[src/rtl/eod_pkg.sv]
package eod_pkg;

    localparam int FLOOR_COUNT = 4;

    // floors shown on the lamp field
    localparam int LAMP_FLOORS = (FLOOR_COUNT < 4) ? FLOOR_COUNT : 4;

    // width of a floor number inside the block, wide enough for the top floor
    localparam int HERE_W = (FLOOR_COUNT > 4) ? $clog2(FLOOR_COUNT) : 2;

    localparam logic [1:0] ACT_SET       = 2'd0;
    localparam logic [1:0] ACT_CLR_FLOOR = 2'd1;
    localparam logic [1:0] ACT_CLR_ALL   = 2'd2;
    localparam logic [1:0] ACT_EVAL      = 2'd3;

    localparam logic [1:0] BTN_UP    = 2'd0;
    localparam logic [1:0] BTN_DOWN  = 2'd1;
    localparam logic [1:0] BTN_CABIN = 2'd2;
    // button code that names no order kind
    localparam logic [1:0] BTN_NONE  = 2'd3;

    // bit positions of one floor's order word
    localparam int ORD_UP    = 0;
    localparam int ORD_DOWN  = 1;
    localparam int ORD_CABIN = 2;

    localparam logic [1:0] DIR_UP   = 2'd0;
    localparam logic [1:0] DIR_DOWN = 2'd1;
    localparam logic [1:0] DIR_KEEP = 2'd2;

    typedef logic [2:0] t_orders;
    typedef t_orders [FLOOR_COUNT-1:0] t_table;

    typedef struct packed {
        logic [1:0] action;
        logic [1:0] floor;
        logic [1:0] button;
        logic       travel_down;
    } t_item;

    typedef struct packed {
        logic        stop_here;
        logic        orders_empty;
        logic [1:0]  next_direction;
        logic        restart_direction;
        logic [11:0] order_lamps;
    } t_result;

    function automatic logic floor_in_range(input logic [1:0] floor);
        return int'(floor) < FLOOR_COUNT;
    endfunction

endpackage

[src/rtl/eod_if.sv]
interface eod_in_if;
    logic       valid;
    logic       ready;
    logic [1:0] action;
    logic [1:0] floor;
    logic [1:0] button;
    logic       travel_down;

    modport source (output valid, action, floor, button, travel_down, input ready);
    modport sink   (input valid, action, floor, button, travel_down, output ready);
endinterface

interface eod_out_if;
    logic        valid;
    logic        ready;
    logic        stop_here;
    logic        orders_empty;
    logic [1:0]  next_direction;
    logic        restart_direction;
    logic [11:0] order_lamps;

    modport source (output valid, stop_here, orders_empty, next_direction,
                    restart_direction, order_lamps, input ready);
    modport sink   (input valid, stop_here, orders_empty, next_direction,
                    restart_direction, order_lamps, output ready);
endinterface

[src/rtl/elevator_order_dispatcher_core.sv]
// channel  | dir | handshake     | payload
// i_in     | in  | valid / ready | action, floor, button, travel_down
// o_out    | out | valid / ready | stop_here, orders_empty, next_direction,
//          |     |               | restart_direction, order_lamps
//
// one item per cycle unless a stalled result holds it back; a taken item passes through
// the input register, then order table update and decision into the result register
// the order table is cleared by the synchronous reset
// a stalled result register holds the input register; i_in.ready drops only
// when both are full and o_out.ready is low
module elevator_order_dispatcher_core (
    input  logic   i_clk,
    input  logic   i_rst_n,
    eod_in_if.sink     i_in,
    eod_out_if.source  o_out
);
    import eod_pkg::*;

    logic    r_in_vld;
    t_item   r_item;
    logic    r_out_vld;
    t_result r_res;
    t_result n_res;
    t_table  table_next;
    logic    advance;

    assign advance  = r_in_vld && (!r_out_vld || o_out.ready);
    assign i_in.ready = !r_in_vld || advance;

    eod_order_table u_table (
        .i_clk        (i_clk),
        .i_rst_n      (i_rst_n),
        .i_en         (advance),
        .i_item       (r_item),
        .o_table_next (table_next)
    );

    eod_decide u_decide (
        .i_table       (table_next),
        .i_floor       (r_item.floor),
        .i_travel_down (r_item.travel_down),
        .o_result      (n_res)
    );

    always_ff @(posedge i_clk) begin
        if (!i_rst_n) begin
            r_in_vld  <= 1'b0;
            r_out_vld <= 1'b0;
        end else begin
            if (i_in.ready) begin
                r_in_vld <= i_in.valid;
            end
            if (advance) begin
                r_out_vld <= 1'b1;
            end else if (o_out.ready) begin
                r_out_vld <= 1'b0;
            end
        end
    end

    always_ff @(posedge i_clk) begin
        if (i_in.valid && i_in.ready) begin
            r_item.action      <= i_in.action;
            r_item.floor       <= i_in.floor;
            r_item.button      <= i_in.button;
            r_item.travel_down <= i_in.travel_down;
        end
        if (advance) begin
            r_res <= n_res;
        end
    end

    assign o_out.valid             = r_out_vld;
    assign o_out.stop_here         = r_res.stop_here;
    assign o_out.orders_empty      = r_res.orders_empty;
    assign o_out.next_direction    = r_res.next_direction;
    assign o_out.restart_direction = r_res.restart_direction;
    assign o_out.order_lamps       = r_res.order_lamps;

endmodule

[src/rtl/eod_order_table.sv]
module eod_order_table (
    input  logic            i_clk,
    input  logic            i_rst_n,
    input  logic            i_en,
    input  eod_pkg::t_item  i_item,
    output eod_pkg::t_table o_table_next
);
    import eod_pkg::*;

    t_table r_table;
    t_table n_table;
    logic   set_ok;

    // nonexistent hall calls and the unused button code are dropped
    assign set_ok = floor_in_range(i_item.floor)
                    && (i_item.button != BTN_NONE)
                    && !(i_item.button == BTN_UP && int'(i_item.floor) == FLOOR_COUNT - 1)
                    && !(i_item.button == BTN_DOWN && i_item.floor == 2'd0);

    always_comb begin
        n_table = r_table;
        case (i_item.action)
            ACT_SET: begin
                if (set_ok) begin
                    for (int f = 0; f < FLOOR_COUNT; f++) begin
                        if (int'(i_item.floor) == f) begin
                            n_table[f][i_item.button] = 1'b1;
                        end
                    end
                end
            end
            ACT_CLR_FLOOR: begin
                for (int f = 0; f < FLOOR_COUNT; f++) begin
                    if (int'(i_item.floor) == f) begin
                        n_table[f] = '0;
                    end
                end
            end
            ACT_CLR_ALL: begin
                n_table = '0;
            end
            ACT_EVAL: begin
                n_table = r_table;
            end
            default: begin
                n_table = r_table;
            end
        endcase
    end

    always_ff @(posedge i_clk) begin
        if (!i_rst_n) begin
            r_table <= '0;
        end else if (i_en) begin
            r_table <= n_table;
        end
    end

    assign o_table_next = n_table;

endmodule

[src/rtl/eod_decide.sv]
module eod_decide (
    input  eod_pkg::t_table  i_table,
    input  logic [1:0]       i_floor,
    input  logic             i_travel_down,
    output eod_pkg::t_result o_result
);
    import eod_pkg::*;

    logic              in_range;
    logic [HERE_W-1:0] here;
    t_orders           at_floor;
    logic              any_order;
    logic              p1_hit;
    logic              p2_hit;
    logic              p2_side;
    logic              p3_hit;
    logic              restart_hit;
    logic [11:0]       lamps;
    logic [1:0]        next_dir;

    assign in_range = floor_in_range(i_floor);
    assign here     = in_range ? HERE_W'(i_floor) : HERE_W'(FLOOR_COUNT - 1);

    always_comb begin
        at_floor  = '0;
        any_order = 1'b0;
        lamps     = '0;
        for (int f = 0; f < FLOOR_COUNT; f++) begin
            if (int'(i_floor) == f) begin
                at_floor = i_table[f];
            end
            any_order = any_order | (|i_table[f]);
        end
        for (int f = 0; f < LAMP_FLOORS; f++) begin
            lamps[3*f +: 3] = i_table[f];
        end
    end

    // three-pass sweep; the second pass keeps the last hit of its scan order
    always_comb begin
        p1_hit      = 1'b0;
        p2_hit      = 1'b0;
        p2_side     = 1'b0;
        p3_hit      = 1'b0;
        restart_hit = 1'b0;
        if (!i_travel_down) begin
            for (int f = 0; f < FLOOR_COUNT; f++) begin
                if (f >= int'(here) && (i_table[f][ORD_UP] || i_table[f][ORD_CABIN])) begin
                    p1_hit = 1'b1;
                end
                // highest down or cabin order
                if (i_table[f][ORD_DOWN] || i_table[f][ORD_CABIN]) begin
                    p2_hit  = 1'b1;
                    p2_side = (f > int'(here));
                end
                if (f < int'(here) && i_table[f][ORD_UP]) begin
                    p3_hit = 1'b1;
                end
                if (f <= int'(here) && (|i_table[f])) begin
                    restart_hit = 1'b1;
                end
            end
        end else begin
            for (int f = FLOOR_COUNT - 1; f >= 0; f--) begin
                if (f <= int'(here) && (i_table[f][ORD_DOWN] || i_table[f][ORD_CABIN])) begin
                    p1_hit = 1'b1;
                end
                // lowest up or cabin order
                if (i_table[f][ORD_UP] || i_table[f][ORD_CABIN]) begin
                    p2_hit  = 1'b1;
                    p2_side = (f < int'(here));
                end
                if (f > int'(here) && i_table[f][ORD_DOWN]) begin
                    p3_hit = 1'b1;
                end
                if (f < int'(here) && (|i_table[f])) begin
                    restart_hit = 1'b1;
                end
            end
        end
    end

    always_comb begin
        if (p1_hit) begin
            next_dir = i_travel_down ? DIR_DOWN : DIR_UP;
        end else if (p2_hit) begin
            if (i_travel_down) begin
                next_dir = p2_side ? DIR_DOWN : DIR_UP;
            end else begin
                next_dir = p2_side ? DIR_UP : DIR_DOWN;
            end
        end else if (p3_hit) begin
            next_dir = i_travel_down ? DIR_UP : DIR_DOWN;
        end else begin
            next_dir = DIR_KEEP;
        end
    end

    always_comb begin
        o_result.stop_here = in_range && (at_floor[ORD_CABIN]
                             || (i_travel_down ? at_floor[ORD_DOWN] : at_floor[ORD_UP]));
        o_result.orders_empty      = !any_order;
        o_result.next_direction    = next_dir;
        o_result.restart_direction = restart_hit ? DIR_DOWN[0] : DIR_UP[0];
        o_result.order_lamps       = lamps;
    end

endmodule

[src/flat_wrapper.sv]
// flat-port wrapper written by rule: the top's interface ports become plain ports
module elevator_order_dispatcher_core_flat import eod_pkg::*;
  (i_clk, i_rst_n, i_in_valid, i_in_action, i_in_floor, i_in_button, i_in_travel_down, i_in_ready, o_out_valid, o_out_stop_here, o_out_orders_empty, o_out_next_direction, o_out_restart_direction, o_out_order_lamps, o_out_ready);
  eod_in_if i_in_i ();
  eod_out_if o_out_i ();
  input  logic i_clk;
  input  logic i_rst_n;
  input wire logic [$bits(i_in_i.valid)-1:0] i_in_valid;
  input wire logic [$bits(i_in_i.action)-1:0] i_in_action;
  input wire logic [$bits(i_in_i.floor)-1:0] i_in_floor;
  input wire logic [$bits(i_in_i.button)-1:0] i_in_button;
  input wire logic [$bits(i_in_i.travel_down)-1:0] i_in_travel_down;
  output wire logic [$bits(i_in_i.ready)-1:0] i_in_ready;
  output wire logic [$bits(o_out_i.valid)-1:0] o_out_valid;
  output wire logic [$bits(o_out_i.stop_here)-1:0] o_out_stop_here;
  output wire logic [$bits(o_out_i.orders_empty)-1:0] o_out_orders_empty;
  output wire logic [$bits(o_out_i.next_direction)-1:0] o_out_next_direction;
  output wire logic [$bits(o_out_i.restart_direction)-1:0] o_out_restart_direction;
  output wire logic [$bits(o_out_i.order_lamps)-1:0] o_out_order_lamps;
  input wire logic [$bits(o_out_i.ready)-1:0] o_out_ready;
  assign i_in_i.valid = i_in_valid;
  assign i_in_i.action = i_in_action;
  assign i_in_i.floor = i_in_floor;
  assign i_in_i.button = i_in_button;
  assign i_in_i.travel_down = i_in_travel_down;
  assign i_in_ready = i_in_i.ready;
  assign o_out_valid = o_out_i.valid;
  assign o_out_stop_here = o_out_i.stop_here;
  assign o_out_orders_empty = o_out_i.orders_empty;
  assign o_out_next_direction = o_out_i.next_direction;
  assign o_out_restart_direction = o_out_i.restart_direction;
  assign o_out_order_lamps = o_out_i.order_lamps;
  assign o_out_i.ready = o_out_ready;
  elevator_order_dispatcher_core u_core (.i_clk(i_clk), .i_rst_n(i_rst_n), .i_in(i_in_i), .o_out(o_out_i));
endmodule
[config.mk]
export PLATFORM = sky130hd
export DESIGN_NAME = elevator_order_dispatcher_core_flat
export DESIGN_NICKNAME = d
export VERILOG_FILES = /design/src/rtl/eod_pkg.sv /design/src/rtl/eod_if.sv /design/src/rtl/elevator_order_dispatcher_core.sv /design/src/rtl/eod_order_table.sv /design/src/rtl/eod_decide.sv /design/src/flat_wrapper.sv
export SDC_FILE = /design/constraint.sdc
export NUM_CORES = 1
export LEC_CHECK = 0
export BUFFER_PORTS_ARGS = -buffer_cell sky130_fd_sc_hd__buf_2
export CAP_MARGIN = 20
export CORE_MARGIN = 2
export CORE_UTILIZATION = 44
export CTS_CLUSTER_DIAMETER = 30
export CTS_CLUSTER_SIZE = 16
export DETAILED_ROUTE_END_ITERATION = 12
export PLACE_DENSITY_LB_ADDON = 0.08
export SYNTH_ARGS = -nofsm -noshare
export SYNTH_HDL_FRONTEND = slang
export SYNTH_HIERARCHICAL = 1
export SYNTH_SLANG_ARGS = --single-unit
[constraint.sdc]
create_clock -name i_clk -period 4.3 [get_ports i_clk]
set_input_delay 0.645 -clock i_clk [delete_from_list [all_inputs] [get_ports i_clk]]
set_output_delay 0.645 -clock i_clk [all_outputs]
set_load 0.05 [all_outputs]
* After elaboration in Yosys (flattened, before gate mapping)
Cells that the tools add are included.
** Storage, ports and cells
- Flip-flop bits (word level) :: 38
- Latch bits :: 0
- Bits in writable memories :: 0
- Bits in read-only memories :: 0
- Input bits :: 11
- Output and inout port bits :: 19
- Memories kept :: 0
** Cells by class
- Add/sub/neg operators :: 0
- Multiply operators :: 0
- Divide/modulo/power cells :: 0
- $lt $le $gt $ge :: 14
- Equality and inequality tests :: 8
- Shift operators :: 0
- Mux-type cells :: 68
- Bitwise logic cells :: 7
- Reductions and logical operators :: 50
** Operators by type and width (count)
- 1-bit 2-to-1 mux :: 49
- 12-bit one-hot mux with 4 select lines :: 1
- 3-bit 2-to-1 mux :: 12
- 1-bit logical AND :: 25
- 12-bit 2-to-1 mux :: 1
- 3-bit OR :: 4
- 3-bit OR reduction :: 4
- 1-bit logical OR :: 11
- 2-bit equality test, second input constant :: 4
- 2-bit zero test :: 4
- 2-bit 2-to-1 mux :: 4
- 2-bit by 1-bit equality test with 1-bit output, second input constant :: 3
- 1-bit zero test :: 5
- 1-bit by 2-bit greater-or-equal comparator with 1-bit output, first input constant :: 2
- 2-bit greater-than comparator, first input constant :: 2
- 2-bit less-or-equal comparator, first input constant :: 2
- 1-bit by 2-bit < comparator with 1-bit output, first input constant :: 2
- 2-bit by 3-bit < comparator with 1-bit output, second input constant :: 1
- 1-bit OR :: 3
- 1-bit demux with 2-bit select :: 1
- 2-bit by 1-bit greater-or-equal comparator with 1-bit output, second input constant :: 1
- 2-bit greater-or-equal comparator, first input constant :: 1
- 1-bit by 2-bit greater-than comparator with 1-bit output, first input constant :: 1
- 1-bit by 2-bit less-or-equal comparator with 1-bit output, first input constant :: 1
- other kinds (3) :: 3

* Longest topological paths before layout
- Depth in word-level cells :: 17
- Depth in mapped cells :: 10
- Depth with buffers taken out :: 8

* Cells and area by module
Netlist, hierarchy kept.
** Modules (own cells, without submodules)
- elevator_order_dispatcher_core :: instances 1, cells each 33, area each 824.5 µm²
- eod_order_table :: instances 1, cells each 86, area each 763.2 µm²
- eod_decide :: instances 1, cells each 74, area each 481.7 µm²

* Least setup slack after synthesis
OpenSTA, ideal clock, no wires.
- Path type :: reg2reg
- Start point :: reg u_core/r_item[3] (netlist name)
- End point :: reg u_core.r_res, in the netlist u_core/o_out.next_direction[0] (data pin)
- Library setup time :: 0.256 ns
- Arrival time :: 2.333 ns
- Data required time :: 4.044 ns
- Setup slack :: 1.710 ns
- Stages on the path, launching flop included :: 11
- Path buffers :: 2
- Clock period less this slack :: 2.590 ns
- Cell sequence :: edfxtp_1 -> buf_4 -> nor2b_1 -> buf_2 -> a21oi_1 -> a22o_1 -> or4_4 -> o2bb2ai_2 -> a221oi_1 -> a31o_1 -> a22o_1
** RTL lines
- start, declared :: RTL line elevator_order_dispatcher_core.sv:20 : t_item r_item;
- end signal, assigned :: RTL line elevator_order_dispatcher_core.sv:69 : r_res <= n_res;
- end, declared :: RTL line elevator_order_dispatcher_core.sv:22 : t_result r_res;

==> results.yml <==
clock_network:
  cts.clk_slew.worst_paths_ns: 0.07
  cts_tree: "yes"
  clock_path_buffers: 2
  holdBufCountCts: 0
  clk_latency_ns: 0.29
  cts_htree_levels: 2
  ctsResizeCount: 0
  clockRootBuffer: "clkbuf_8"
  numCtsBuffers: 5
  numClockSinks: 38
  post-cts-setup-buffers: 0
finish:
  area_growth_pct: 5.92
  fin_util_pct: 49.3
  drive_gt1_share_pct: 24.0
  antenna_cells: 0
  nNetsFinal: 218
  n_fill_cell: 422
worst_setup_path:
  max_stage_delay_ns: 0.74
  cp_num_buf_inv: 0
  required_ns: 4.34
  cp_max_fo: 29
  crit_path_start_kind: "flip-flop"
  slowest_stage: "edfxtp_1"
  cp-end-kind: "flip-flop"
  cpMostUsedCell: "a22o_1"
  cp_top_family: "compound AO/OA/AOI/OAI gates"
  critPathKind: "reg2reg"
  crit_chain: "nor2b_1, a21oi_1, a22o_1, or4_4, o2bb2ai_2, a221oi_1, a31o_1, a22o_1"
  cp.arrival_ns: 3.29
floorplan:
  die-area_um2: 5270
  io_pins: 30
  die_h_um: 72.6
  core_region_area_um2: 4440
  rows: 24
  die_w_um: 72.6
  start_util_pct: 46.6
yosys:
  syn-num-nets: 204
  synth_top_area_share_pct: 34.8
  synthArstFlopShare_pct: 0
  syn_inst: 193
  ys_ff_latch: 38
  yosys-top-cells-area: "edfxtp_1 35%, dfxtp_1 14%, buf_4 5.4%"
  synth-main-ff-cell: "edfxtp_1"
  syn_avg_cell_area_um2: 10.7
  yosys_warnings: 6
  yosysUniqueCellTypes: 52
  synth_edf_count: 24
  yosysTopAreaCell: "edfxtp_1"
  yosysSeqAreaShare_pct: 48.4
  synth_area_um2: 2070
global_routing:
  antenna_found_initial: 0
  grt_pass1_vias: 1449
  gr-total-overflow: 0
  grt_pass1_wl_mm: 7.09
  grt_max_degree: 30
  track_usage_pct: 17.5
pwr:
  ir_drop_mv: 0.173
  p_int_mw: 0.546
  p_seq_share_pct: 56.0
  power.share.clock_pct: 30.7
  power_leakage_nw: 0.789
  p_per_area_nw_per_um2: 342
  p_comb_share_pct: 13.3
  switching_share_pct: 27.0
  total_power_mw: 0.749
  p_sw_mw: 0.203
timing:
  fin_tns_setup_ns: 0
  min_period_over_period_pct: 75.6
  slew_headroom_pct: 43.4
  setup_viol: 0
  fmax_ghz: 0.308
  period_needed_ns: 3.25
  rsz0062_at_grt: "false"
  fin_skew_ns: 0.00388
  final_hold_viol_count: 0
  tightest_slew_ns: 0.849
  drv_slew: 0
hold_path:
  hp-class: "reg2reg"
drt:
  drt-initial-drc-count: 126
  viasPerCell: 5.95
  drc_errors: 0
  dr.pass1.iters: 4
  vias: 1547
  wl_per_cell_um: 16.5
  wl_mm: 4.30
  final_antenna_net_count: 0
job:
  cap_violations: 0
place:
  port-buffer-count: 29
  place.gp.congestion: 0.916
  place_hpwl_mm: 2.97
outcome:
  outcome: "finished clean"
==> synthesized netlist by cell type, types with 3 or more instances <==
cell type,n
dfxtp_1,14
o21a_1,3
nand2_1,12
nor2b_1,6
nor2_1,12
a31oi_1,3
inv_1,6
nor3_1,3
buf_4,15
a22o_1,6
o21ai_0,9
a21oi_1,13
o22ai_1,7
a211oi_1,3
nor4b_2,3
nand2b_1,3
edfxtp_1,24
a32o_1,5
buf_6,3
==> final cells by class <==
type                       count  area (um2)  area share [%]
sequential                    38        1000            45.7
multi-input combinational    126         870            39.7
timing repair buffer          30         153            6.96
clock buffer                   6        72.6            3.31
tap                           52        65.1            2.97
inverter                       6        22.5            1.03
clock inverter                 2        8.76           0.400
==> worst reg2reg max path, cell delays in order (launching register included) <==
cell	delay (ns)
edfxtp_1	0.74
nor2b_1	0.53
a21oi_1	0.19
a22o_1	0.35
or4_4	0.56
o2bb2ai_2	0.17
a221oi_1	0.09
a31o_1	0.20
a22o_1	0.18
==> per-stage QoR <==
stage	cells	instance area (um2)	hold WS (ns)	setup slack [ns]
floorplan	193	2070	0.405	1.71
global placement	252	2110	0.414	1.22
detailed placement	252	2110	0.418	1.07
CTS	260	2190	0.429	1.07
global route	260	2190	0.450	0.808
finish	260	2190	0.426	1.05
==> flip-flops by register name (all words and copies together), names as in the netlist <==
register                        cells
u_core/o_out.order_lamps           12
u_core/o_out.stop_here              1
u_core/o_out.next_direction         2
u_core/o_out.valid                  1
u_core/r_item                       7
u_core/r_in_vld                     1
u_core/o_out.orders_empty           1
u_core/u_table/r_table             12
u_core/o_out.restart_direction      1
==> layer usage <==
metal / global-route usage [%] / share of wire (%)
met1: 23.1 / 45
met2: 26.7 / 47
met3: 4.70 / 6.3
met4: 8.44 / 2.0
met5: 0 / 0
==> worst paths after layout <==
path	slack, ns	to	depth (start not counted)	start
max	1.05	u_core/o_out.next_direction[0]$_DFFE_PP_	8	u_core/r_item[4]$_DFFE_PP_
min	0.43	u_core/u_table/r_table[1]$_SDFFE_PN0P_	2	u_core/u_table/r_table[1]$_SDFFE_PN0P_
max reg2reg	1.05	u_core/o_out.next_direction[0]$_DFFE_PP_	8	u_core/r_item[4]$_DFFE_PP_
min reg2reg	0.43	u_core/u_table/r_table[1]$_SDFFE_PN0P_	2	u_core/u_table/r_table[1]$_SDFFE_PN0P_
==> cell families (layout without fill, tap and decap cells) <==
logic type | after synthesis | in the layout | share of synthesized area (%)
simple gates | 64 | 64 | 21.0
compound gates | 62 | 62 | 20.9
flops | 38 | 38 | 48.4
buf+inv | 29 | 44 | 9.73
==> layout by cell type (no fill, tap or decap), types with 5 or more instances in the layout <==
cell,n
clkbuf_8,5
a21oi_1,13
a22o_1,6
o21ai_0,9
dfxtp_1,14
inv_1,6
o22ai_1,7
edfxtp_1,24
nor2b_1,5
nor2_1,12
a32o_1,5
nand2_1,12
buf_2,29
==> power by group through the flow <==
stage / sequential, mW / clock, mW / combinational, mW
global route: 0.422 / 0.254 / 0.108
CTS: 0.419 / 0.240 / 0.0995
detailed placement: 0.427 / 0 / 0.0994
global placement: 0.427 / 0 / 0.0987
finish: 0.419 / 0.230 / 0.0996
floorplan: 0.448 / 0 / 0.0620
Power figures use the tool's default switching activity.
